$ cat config.mk
export PLATFORM = sky130hd
export DESIGN_NAME = max_profit_slot_job_selector
export DESIGN_NICKNAME = d
export VERILOG_FILES = /design/src/hw/rtl/mpsj_pkg.sv /design/src/hw/rtl/mpsj_cell.sv /design/src/hw/rtl/mpsj_chain.sv /design/src/hw/rtl/max_profit_slot_job_selector.sv
export SDC_FILE = /design/constraint.sdc
export NUM_CORES = 2
export LEC_CHECK = 0
export BUFFER_PORTS_ARGS = -buffer_cell sky130_fd_sc_hd__buf_2
export CAP_MARGIN = 40
export CORE_MARGIN = 2
export CORE_UTILIZATION = 38
export DETAILED_ROUTE_END_ITERATION = 16
export GPL_ROUTABILITY_DRIVEN = 0
export SLEW_MARGIN = 30
export SYNTH_ARGS = -nofsm -noshare
export SYNTH_HDL_FRONTEND = slang
export SYNTH_SLANG_ARGS = --single-unit
$ cat constraint.sdc
create_clock -name clk_i -period 3.6 [get_ports clk_i]
set_clock_uncertainty 0.2 [all_clocks]
set_input_delay 0.72 -clock clk_i [delete_from_list [all_inputs] [get_ports clk_i]]
set_output_delay 0.72 -clock clk_i [all_outputs]
set_load 0.02 [all_outputs]
$ cat src/hw/rtl/mpsj_pkg.sv
// Shared constants and types of the max-profit slot job selector.
package mpsj_pkg;

  // Sizing of the job list and of the slot space.
  localparam int MAX_JOBS   = 32;
  localparam int SLOT_COUNT = 256;

  // Field widths.
  localparam int SLOT_W   = 8;
  localparam int PROFIT_W = 16;
  localparam int SUM_W    = 21;

  // Slots at or above this limit are never chosen.
  localparam logic [SLOT_W:0] SLOT_LIMIT = (SLOT_W + 1)'(SLOT_COUNT);

  // One entry of the ordered job list.
  typedef struct packed {
    logic                valid;
    logic                dead;
    logic [SLOT_W-1:0]   slot;
    logic [PROFIT_W-1:0] profit;
  } job_t;

  // Controls broadcast from the sequencer to every cell.
  typedef struct packed {
    logic                ins;
    logic                pop;
    logic [SLOT_W-1:0]   new_slot;
    logic [PROFIT_W-1:0] new_profit;
    logic                kill;
    logic [SLOT_W-1:0]   kill_slot;
  } cell_ctrl_t;

  // A chosen job with its running total.
  typedef struct packed {
    logic [SLOT_W-1:0]   slot;
    logic [PROFIT_W-1:0] profit;
    logic [SUM_W-1:0]    total;
  } result_t;

endpackage

$ cat src/hw/rtl/mpsj_cell.sv
// One cell of the sorted job chain: holds a job, inserts or shifts when told to, else holds it.
module mpsj_cell (
  input  logic              clk_i,
  input  logic              rst_ni,
  input  mpsj_pkg::cell_ctrl_t ctrl_i,
  input  mpsj_pkg::job_t    upper_i,
  input  logic              take_prev_i,
  input  mpsj_pkg::job_t    lower_i,
  output mpsj_pkg::job_t    job_o,
  output logic              take_o
);
  import mpsj_pkg::*;

  job_t job_q, job_d;

  // The new job belongs here or above when this cell is empty or not more profitable.
  assign take_o = !job_q.valid || (job_q.profit <= ctrl_i.new_profit);
  assign job_o  = job_q;

  // Insertion shifts down from the upper neighbor; a pop shifts up from the lower one.
  always_comb begin
    job_d = job_q;
    if (ctrl_i.ins) begin
      if (take_prev_i) begin
        job_d = upper_i;
      end else if (take_o) begin
        job_d.valid  = 1'b1;
        job_d.dead   = 1'b0;
        job_d.slot   = ctrl_i.new_slot;
        job_d.profit = ctrl_i.new_profit;
      end
    end else if (ctrl_i.pop) begin
      job_d      = lower_i;
      job_d.dead = lower_i.dead | (ctrl_i.kill && (lower_i.slot == ctrl_i.kill_slot));
    end
  end

  always_ff @(posedge clk_i or negedge rst_ni) begin
    if (!rst_ni) begin
      job_q <= '0;
    end else begin
      job_q <= job_d;
    end
  end

endmodule

$ cat src/hw/rtl/mpsj_chain.sv
// Row of job cells kept in descending profit order, head at cell zero.
module mpsj_chain (
  input  logic                 clk_i,
  input  logic                 rst_ni,
  input  mpsj_pkg::cell_ctrl_t ctrl_i,
  output mpsj_pkg::job_t       head_o,
  output logic                 full_o
);
  import mpsj_pkg::*;

  job_t               jobs [MAX_JOBS];
  logic [MAX_JOBS-1:0] take;

  // Each cell sees its upper neighbor for insertion and its lower one for popping.
  for (genvar i = 0; i < MAX_JOBS; i++) begin : g_cell
    job_t upper, lower;
    logic take_prev;

    if (i == 0) begin : g_top
      assign upper     = '0;
      assign take_prev = 1'b0;
    end else begin : g_mid
      assign upper     = jobs[i-1];
      assign take_prev = take[i-1];
    end

    if (i == MAX_JOBS - 1) begin : g_end
      assign lower = '0;
    end else begin : g_next
      assign lower = jobs[i+1];
    end

    mpsj_cell u_cell (
      .clk_i       (clk_i),
      .rst_ni      (rst_ni),
      .ctrl_i      (ctrl_i),
      .upper_i     (upper),
      .take_prev_i (take_prev),
      .lower_i     (lower),
      .job_o       (jobs[i]),
      .take_o      (take[i])
    );
  end

  assign head_o = jobs[0];
  assign full_o = jobs[MAX_JOBS-1].valid;

  // The list stays ordered: the head never has less profit than the cell after it.
  if (MAX_JOBS > 1) begin : g_chk
    a_order: assert property (@(posedge clk_i) disable iff (!rst_ni)
      (jobs[0].valid && jobs[1].valid) |-> (jobs[0].profit >= jobs[1].profit))
      else $error("job chain out of order at head");
  end

endmodule

$ cat src/hw/rtl/max_profit_slot_job_selector.sv
// Top level of the max-profit slot job selector: sequencer, pending result, output register.
//
//   Channel | Direction | Handshake          | Fields
//   in      | input     | in_valid / stall   | slot_time, job_profit, last_job
//   out     | output    | out_valid / stall  | chosen_slot, chosen_profit, total_profit,
//           |           |                    | last_result
//
// Loading takes one job beat per cycle; each job is inserted into the cell chain unless it is full.
// After the last job the chain drains one cell per cycle while the output is not stalled;
// the input is stalled meanwhile.
// Reset empties the chain and clears the running total; no clearing pass is needed.
// A stalled output beat holds its register; the chain only advances when that register frees.
module max_profit_slot_job_selector (
  input  logic                          clk_i,
  input  logic                          rst_ni,
  input  logic                          in_valid_i,
  output logic                          in_stall_o,
  input  logic [mpsj_pkg::SLOT_W-1:0]   slot_time_i,
  input  logic [mpsj_pkg::PROFIT_W-1:0] job_profit_i,
  input  logic                          last_job_i,
  output logic                          out_valid_o,
  input  logic                          out_stall_i,
  output logic [mpsj_pkg::SLOT_W-1:0]   chosen_slot_o,
  output logic [mpsj_pkg::PROFIT_W-1:0] chosen_profit_o,
  output logic [mpsj_pkg::SUM_W-1:0]    total_profit_o,
  output logic                          last_result_o
);
  import mpsj_pkg::*;

  typedef enum logic [1:0] {
    ST_LOAD  = 2'b01,
    ST_DRAIN = 2'b10
  } state_e;

  state_e     state_q, state_d;
  cell_ctrl_t ctrl;
  job_t       head;
  logic       full;
  logic       in_beat, advance, head_pick;
  logic [SUM_W:0]   sum_wide;
  logic [SUM_W-1:0] sum_q, sum_d, sum_sat;
  result_t    pend_q, pend_d, out_q, out_d;
  logic       pend_valid_q, pend_valid_d;
  logic       out_valid_q, out_valid_d;
  logic       out_last_q, out_last_d;

  mpsj_chain u_chain (
    .clk_i  (clk_i),
    .rst_ni (rst_ni),
    .ctrl_i (ctrl),
    .head_o (head),
    .full_o (full)
  );

  // Handshake and chain control.
  assign in_stall_o = (state_q != ST_LOAD);
  assign in_beat    = in_valid_i && !in_stall_o;
  assign advance    = !out_valid_q || !out_stall_i;
  assign head_pick  = head.valid && !head.dead && (head.slot != '0) &&
                      ({1'b0, head.slot} < SLOT_LIMIT);

  always_comb begin
    ctrl            = '0;
    ctrl.ins        = in_beat && !full;
    ctrl.new_slot   = slot_time_i;
    ctrl.new_profit = job_profit_i;
    ctrl.pop        = (state_q == ST_DRAIN) && advance && head.valid;
    ctrl.kill       = ctrl.pop && head_pick;
    ctrl.kill_slot  = head.slot;
  end

  // Saturating running total.
  assign sum_wide = {1'b0, sum_q} + (SUM_W + 1)'(head.profit);
  assign sum_sat  = sum_wide[SUM_W] ? '1 : sum_wide[SUM_W-1:0];

  // Sequencer: a chosen job waits in the pending register until the next one
  // or the end of the batch shows whether it is the final result.
  always_comb begin
    state_d      = state_q;
    sum_d        = sum_q;
    pend_d       = pend_q;
    pend_valid_d = pend_valid_q;
    out_d        = out_q;
    out_last_d   = out_last_q;
    out_valid_d  = out_valid_q && out_stall_i;
    unique case (state_q)
      ST_LOAD: begin
        if (in_beat && last_job_i) begin
          state_d = ST_DRAIN;
        end
      end
      ST_DRAIN: begin
        if (advance) begin
          if (head.valid) begin
            if (head_pick) begin
              sum_d        = sum_sat;
              pend_d.slot  = head.slot;
              pend_d.profit = head.profit;
              pend_d.total = sum_sat;
              pend_valid_d = 1'b1;
              if (pend_valid_q) begin
                out_d       = pend_q;
                out_last_d  = 1'b0;
                out_valid_d = 1'b1;
              end
            end
          end else begin
            if (pend_valid_q) begin
              out_d       = pend_q;
              out_last_d  = 1'b1;
              out_valid_d = 1'b1;
            end
            pend_valid_d = 1'b0;
            sum_d        = '0;
            state_d      = ST_LOAD;
          end
        end
      end
      default: state_d = ST_LOAD;
    endcase
  end

  always_ff @(posedge clk_i or negedge rst_ni) begin
    if (!rst_ni) begin
      state_q      <= ST_LOAD;
      sum_q        <= '0;
      pend_valid_q <= 1'b0;
      out_valid_q  <= 1'b0;
    end else begin
      state_q      <= state_d;
      sum_q        <= sum_d;
      pend_valid_q <= pend_valid_d;
      out_valid_q  <= out_valid_d;
    end
  end

  // Payload registers.
  always_ff @(posedge clk_i) begin
    pend_q     <= pend_d;
    out_q      <= out_d;
    out_last_q <= out_last_d;
  end

  assign out_valid_o     = out_valid_q;
  assign chosen_slot_o   = out_q.slot;
  assign chosen_profit_o = out_q.profit;
  assign total_profit_o  = out_q.total;
  assign last_result_o   = out_last_q;

  // A result beat never carries the empty slot.
  a_slot: assert property (@(posedge clk_i) disable iff (!rst_ni)
    out_valid_o |-> (chosen_slot_o != '0))
    else $error("result beat with slot zero");

  // The last job of a batch starts the drain.
  a_drain: assert property (@(posedge clk_i) disable iff (!rst_ni)
    (in_beat && last_job_i) |=> (state_q == ST_DRAIN))
    else $error("last job did not start drain");

  // Nothing is left pending between batches.
  a_pend: assert property (@(posedge clk_i) disable iff (!rst_ni)
    (state_q == ST_LOAD) |-> !pend_valid_q)
    else $error("pending result left in load state");

  // The total restarts before each batch is loaded.
  a_sum: assert property (@(posedge clk_i) disable iff (!rst_ni)
    (state_q == ST_LOAD) |-> (sum_q == '0))
    else $error("running total not cleared");

endmodule
Word-level counts from Yosys, hierarchy flattened:

Index checks and enable logic that the tools add are counted.

* $add $sub $neg: 1
* $lt $le $gt $ge: 32
* eq/ne operators: 70
* muxes and demuxes: 148
* bitwise gates (word level): 31
* reductions and logical operators: 149

Operators by type and width (count)
* 26-bit two-way mux: 127
* 16-bit <= comparator: 32
* 8-bit equality test: 31
* 45-bit two-way mux: 3
* 3-bit by 1-bit != test with 1-bit output, second input constant: 31
* 2-bit AND reduction: 32
* 21-bit two-way mux: 3
* 1-bit logical AND: 41
* 1-bit logical NOT: 36
* 1-bit logical OR: 33
* 1-bit OR: 31
* 21-bit by 16-bit adder with 22-bit output: 1
* 1-bit two-way mux: 11
* 8-bit logical NOT: 1
* 2-bit != test, second input constant: 4
* 4-bit AND reduction: 2
* 8-bit nonzero test: 1
* 2-bit two-way mux: 3
* 3-bit AND reduction: 2
* 2-bit by 1-bit != test with 1-bit output, second input constant: 2
* 2-bit case mux with 2 select lines: 1
* 2-bit by 1-bit equality test with 1-bit output, second input constant: 1
* 2-bit equality test, second input constant: 1
* 2-bit nonzero test: 1

* register bits: 948
* input port bits: 29
* output and inout bits: 48
* word-level logic and storage cells: 570

Logic depth before layout (Yosys ltp):

* word-level depth: 9
* depth in mapped cells: 13

Cells and area by module:

From an unflattened synthesis, not the netlist that was laid out.

* cell total of the unflattened synthesis: 8817
* area, all modules: 80674.9 µm²

By module, submodules not included
* mpsj_cell (u_chain.g_cell[0].u_cell ...): instances 22, cells an instance 265, area each 2411.1 µm², seq. area each 650.6 µm²
* mpsj_cell (u_chain.g_cell[2].u_cell ...): instances 10, cells an instance 261, area each 2263.4 µm², seq. area each 650.6 µm²
* max_profit_slot_job_selector: instances 1, cells an instance 376, area each 4993.5 µm², seq. area each 3359.5 µm²
* mpsj_chain: instances 1, cells an instance 1, area each 3.8 µm², seq. area each 0.0 µm²

Worst setup path after synthesis:

OpenSTA, ideal clock, no wires.

* path type: input to register
* start: in job_profit_i[14] (netlist name)
* end: reg u_chain.g_cell[22].u_cell.job_q, in the netlist u_chain.g_cell[22].u_cell.job_o[16]
* setup time: 0.122 ns
* arrival: 3.941 ns
* data required time: 3.278 ns
* slack: -0.663 ns
* cell stages on the path: 13
* cell sequence: clkbuf_1 inv_1 ha_1 nand4_1 or4_4 a21oi_2 nor3_2 or2_1 buf_6 or3_4 buf_6 buf_6 a32o_1

* cells in the longest elaborated chain, start to end: 4
* elaborated cells between the ends (all ways): 8
* classes of those cells: 2 x order compare; 1 x eq/ne; 2 x mux; 3 x reduce/logical

Ends and longest elaborated chain
* start, declared: line max_profit_slot_job_selector.sv:19 `input logic [mpsj_pkg::PROFIT_W-1:0] job_profit_i,`
* 16-bit <= comparator: line mpsj_cell.sv:17 `assign take_o = !job_q.valid || (job_q.profit <= ctrl_i.new_profit);`
* 1-bit logical OR: line mpsj_cell.sv:17
* 3-bit by 1-bit != test with 1-bit output (no source line) or 26-bit two-way mux (tied branches)
* 2-bit AND reduction (no source line) or 26-bit two-way mux (tied branches)
* end signal, assigned: line mpsj_cell.sv:42 `job_q <= job_d;`
* end, declared: line mpsj_cell.sv:14 `job_t job_q, job_d;`

Several ways; a longest one is shown, not always the timed one.
A chain may end at the register's enable or synchronous reset.

Final worst setup path:

* start: in job_profit_i[9] (netlist name)
* end: reg u_chain.g_cell[3].u_cell.job_q, in the netlist u_chain.g_cell[3].u_cell.job_o[0]

* cells in the longest elaborated chain, start to end: 4
* elaborated cells between the ends (all ways): 8
* classes of those cells: 2 x order compare; 1 x eq/ne; 2 x mux; 3 x reduce/logical

Ends and longest elaborated chain (line)
* 16-bit <= comparator: mpsj_cell.sv:17
* 1-bit logical OR: mpsj_cell.sv:17
* 3-bit by 1-bit != test with 1-bit output (no source line) or 26-bit two-way mux (tied branches)
* 2-bit AND reduction (no source line) or 26-bit two-way mux (tied branches)
* end signal, assigned: mpsj_cell.sv:42
* end, declared: mpsj_cell.sv:14

Several ways; a longest one is shown, not always the timed one.

==> qor.yml <==
rows: 151
p_sw_share_pct: 44.7
synthDistinctLibCells: 73
intPower_mw: 38.3
status: "completed"
post_cts_buffers: 0
final_nets: 7956
period_share_pct: 95.5
min_to: "state_q[1]"
grt_pass1_vias: 58121
synth_cells: 7160
synth_nets: 7702
clk_pin_slew_ps: 60
htreeDepth: 3
ir_drop_v: 0.000514
timing_max_transition_violations_final: 0
reg2reg_to: "u_chain.g_cell[1].u_cell.job_o[22]"
numCtsBuffers: 109
clock_latency_ps: 780
tightest_slew_ps: 981
drt_iter0_drc: 6476
r2r_slack_ps: 160
total_power_mw: 69.3
vias: 59295
grt_pass1_wl_mm: 377
syn_area_sq_um: 64400
die_area_sq_um: 173000
synth_flop_cell: "dfrtp_1"
critPathRequiredTime_ps: 4070
setup_viol: 0
leakage_nw: 36.4
fillers: 16062
coreArea_sq_um: 169000
hpwl_mm: 177
crit_type: "input port to register"
p_per_area_nw_per_um2: 898
routedWlPerCell_um: 25.6
portBuffers: 76
cp-start-kind: "input port"
synth-seq-cells: 948
reg2reg_depth: 11
via_per_inst: 6.09
ios: 77
drcViolationCount: 0
r2r_start: "u_chain.g_cell[0].u_cell.job_o[11]"
track_usage_pct: 28.2
timing.final.ws_setup_ps: 160
worstPathMaxFanout: 26
die_w_um: 416
fmax_mhz: 291
hold_class: "input port to register"
rsz0062_at_grt: "false"
grt_max_degree: 155
grt_overflow_total: 0
p_clk_share_pct: 18.0
post-place-ws_ps: -642
ant_nets: 0
dr.pass1.iters: 6
area_growth_pct: 19.7
ys_warn_count: 0
cap_viol_max_count: 0
finalHoldViolCount: 0
cp.arrival_ps: 3910
syn_avg_cell_area_sq_um: 9.00
p_seq_share_pct: 31.9
cts_tree: "done"
drive_above_1_share_pct: 14.4
synth_edf_count: 91
wl_mm: 249
power_switching_mw: 31.0
die_y_um: 416
period_needed_ps: 3440
ys_seq_area_share_pct: 37.5
min_path_cells: 3
endpoint_kind: "register"
relSlewSlack_pct: 34.3
cts_buffer_depth: 3
antenna_found_initial: 9
clkSinkCount: 948
min_from: "last_job_i"
cts_root_buf: "clkbuf_16"
synthArstFlopShare_pct: 90.4
start_util_pct: 38.2
p_comb_share_pct: 50.1
==> worst max-delay path: stages <==
cell        delay (ps)
buf_2              120
clkinvlp_4         180
buf_4              260
buf_4              160
ha_1               280
nand4_1            180
nor4_1             520
o21ai_0            320
a31oi_4            330
buf_12             190
a31o_2             270
buf_12             190
nand2_1             70
o21ai_0             90
==> power groups by stage <==
| stage | logic [mW] | clock network (mW) | registers (mW) |
|---|---|---|---|
| 4_1_cts | 34.4 | 12.6 | 21.8 |
| 3_5_place_dp | 34.1 | 0 | 21.9 |
| 5_1_grt | 38.0 | 13.0 | 22.5 |
| 6_report | 34.7 | 12.5 | 22.1 |
| 2_1_floorplan | 22.8 | 0 | 19.1 |
| 3_3_place_gp | 33.2 | 0 | 21.8 |
==> state kept, by name (all words and copies together), names as in the netlist, 2 cells and up <==
register / count
u_chain.g_cell.u_cell.job_o: 832
total_profit_o: 21
chosen_profit_o: 16
pend_q: 45
sum_q: 21
state_q: 2
chosen_slot_o: 8
==> logic make-up (layout without fill, tap and decap cells) <==
family | after synthesis | in the layout | share of synthesized area (%)
buf+inv | 655 | 1005 | 3.97
simple gates | 2400 | 2400 | 16.2
other cells | 0 | 3 | 0
mux | 494 | 494 | 7.72
xor+xnor | 259 | 259 | 3.52
flops | 948 | 948 | 37.5
fa+ha+maj | 513 | 513 | 9.97
compound gates | 1891 | 1891 | 21.1
==> worst max path at each step <==
stage | from | endpoint | slack [ps] | depth (start not counted)
global route | u_chain.g_cell[0].u_cell.job_o[1] | pend_q[20] | 7 | 10
detailed placement | job_profit_i[15] | u_chain.g_cell[4].u_cell.job_o[22] | -640 | 13
finish | job_profit_i[9] | u_chain.g_cell[3].u_cell.job_o[0] | 160 | 14
CTS | job_profit_i[15] | u_chain.g_cell[3].u_cell.job_o[0] | 150 | 13
global placement | job_profit_i[15] | u_chain.g_cell[4].u_cell.job_o[22] | -630 | 13
floorplan | job_profit_i[11] | u_chain.g_cell[22].u_cell.job_o[10] | -420 | 13
==> per-stage QoR <==
step | setup TNS (ps) | std cells | utilization, % | hold WS (ps) | instance area (sq um)
after floorplan | -264480 | 7160 | - | 200 | 64900
after global placement | -222050 | 9520 | 43.3 | 202 | 73200
after detailed placement | -244260 | 9520 | 43.3 | 205 | 73200
after CTS | 0 | 9728 | 45.7 | 2.59 | 77100
after global routing | 0 | 9730 | 45.7 | 73.0 | 77100
final | 0 | 9731 | 45.7 | 44.7 | 77200
==> cell usage in the layout (no fill, tap or decap), types with 159 or more instances in the layout <==
cell type	netlist	routed
a32o_1	265	265
a21oi_1	237	235
nand2_1	642	641
o21ai_0	330	330
dfrtp_1	856	848
ha_1	512	497
or3_1	221	220
mux2i_1	469	469
nor2_1	1164	1131
buf_4	0	495
a211oi_1	310	310
buf_12	0	159
a21o_1	345	345
xor2_1	252	252
==> cell usage after synthesis, types with 5 or more instances <==
library cell,number,area share (%)
nand3_1,75,0.58
nor2b_1,31,0.30
a211oi_1,310,3.6
a211o_1,24,0.33
a21boi_0,25,0.29
nand2b_1,7,0.068
nor4_1,78,0.76
inv_1,67,0.39
xnor2_1,7,0.095
mux2_2,25,0.44
o211ai_1,56,0.65
clkbuf_1,460,2.7
or2_2,5,0.049
edfxtp_1,91,4.2
a21oi_1,237,1.8
nand4_1,95,0.92
nor3_1,35,0.27
nand2_1,642,3.7
or4_1,15,0.17
o22a_1,10,0.14
mux2i_1,469,7.3
xor2_1,252,3.4
a31oi_1,65,0.63
a311oi_1,14,0.19
o2bb2ai_1,15,0.20
o31ai_1,75,0.87
o21a_1,25,0.29
nor2_1,1164,6.8
a21o_1,345,4.0
o21ai_0,330,2.6
a32o_1,265,4.1
buf_2,54,0.42
or3_1,221,2.1
ha_1,512,9.9
a2111oi_0,11,0.15
buf_1,69,0.40
dfrtp_1,856,33
a22o_1,41,0.56
and4_1,16,0.22
==> metal layers <==
| metal | track usage (%) | share of wire, % |
|---|---|---|
| met2 | 44.3 | 45 |
| met1 | 38.0 | 42 |
| met3 | 4.25 | 7.6 |
| met5 | 0 | 0 |
| met4 | 13.8 | 5.3 |
==> layout make-up <==
| class | count | area, sq um | share of cell area, % |
|---|---|---|---|
| timing repair buffer | 730 | 7290 | 9.45 |
| antenna | 3 | 7.51 | 0.00973 |
| inverter | 68 | 314 | 0.407 |
| clock inverter | 71 | 957 | 1.24 |
| multi-input combinational | 5557 | 38600 | 50.0 |
| sequential | 948 | 24200 | 31.4 |
| tap | 2218 | 2780 | 3.60 |
| clock buffer | 136 | 3010 | 3.90 |
==> timing repair <==
action / 4_1_cts / 5_1_grt
endpoints found under the hold margin: 19 / 0
gates resized for setup: 0 / 0
hold buffers: 1 / 0
No activity file was read; power rests on OpenSTA's default activity.
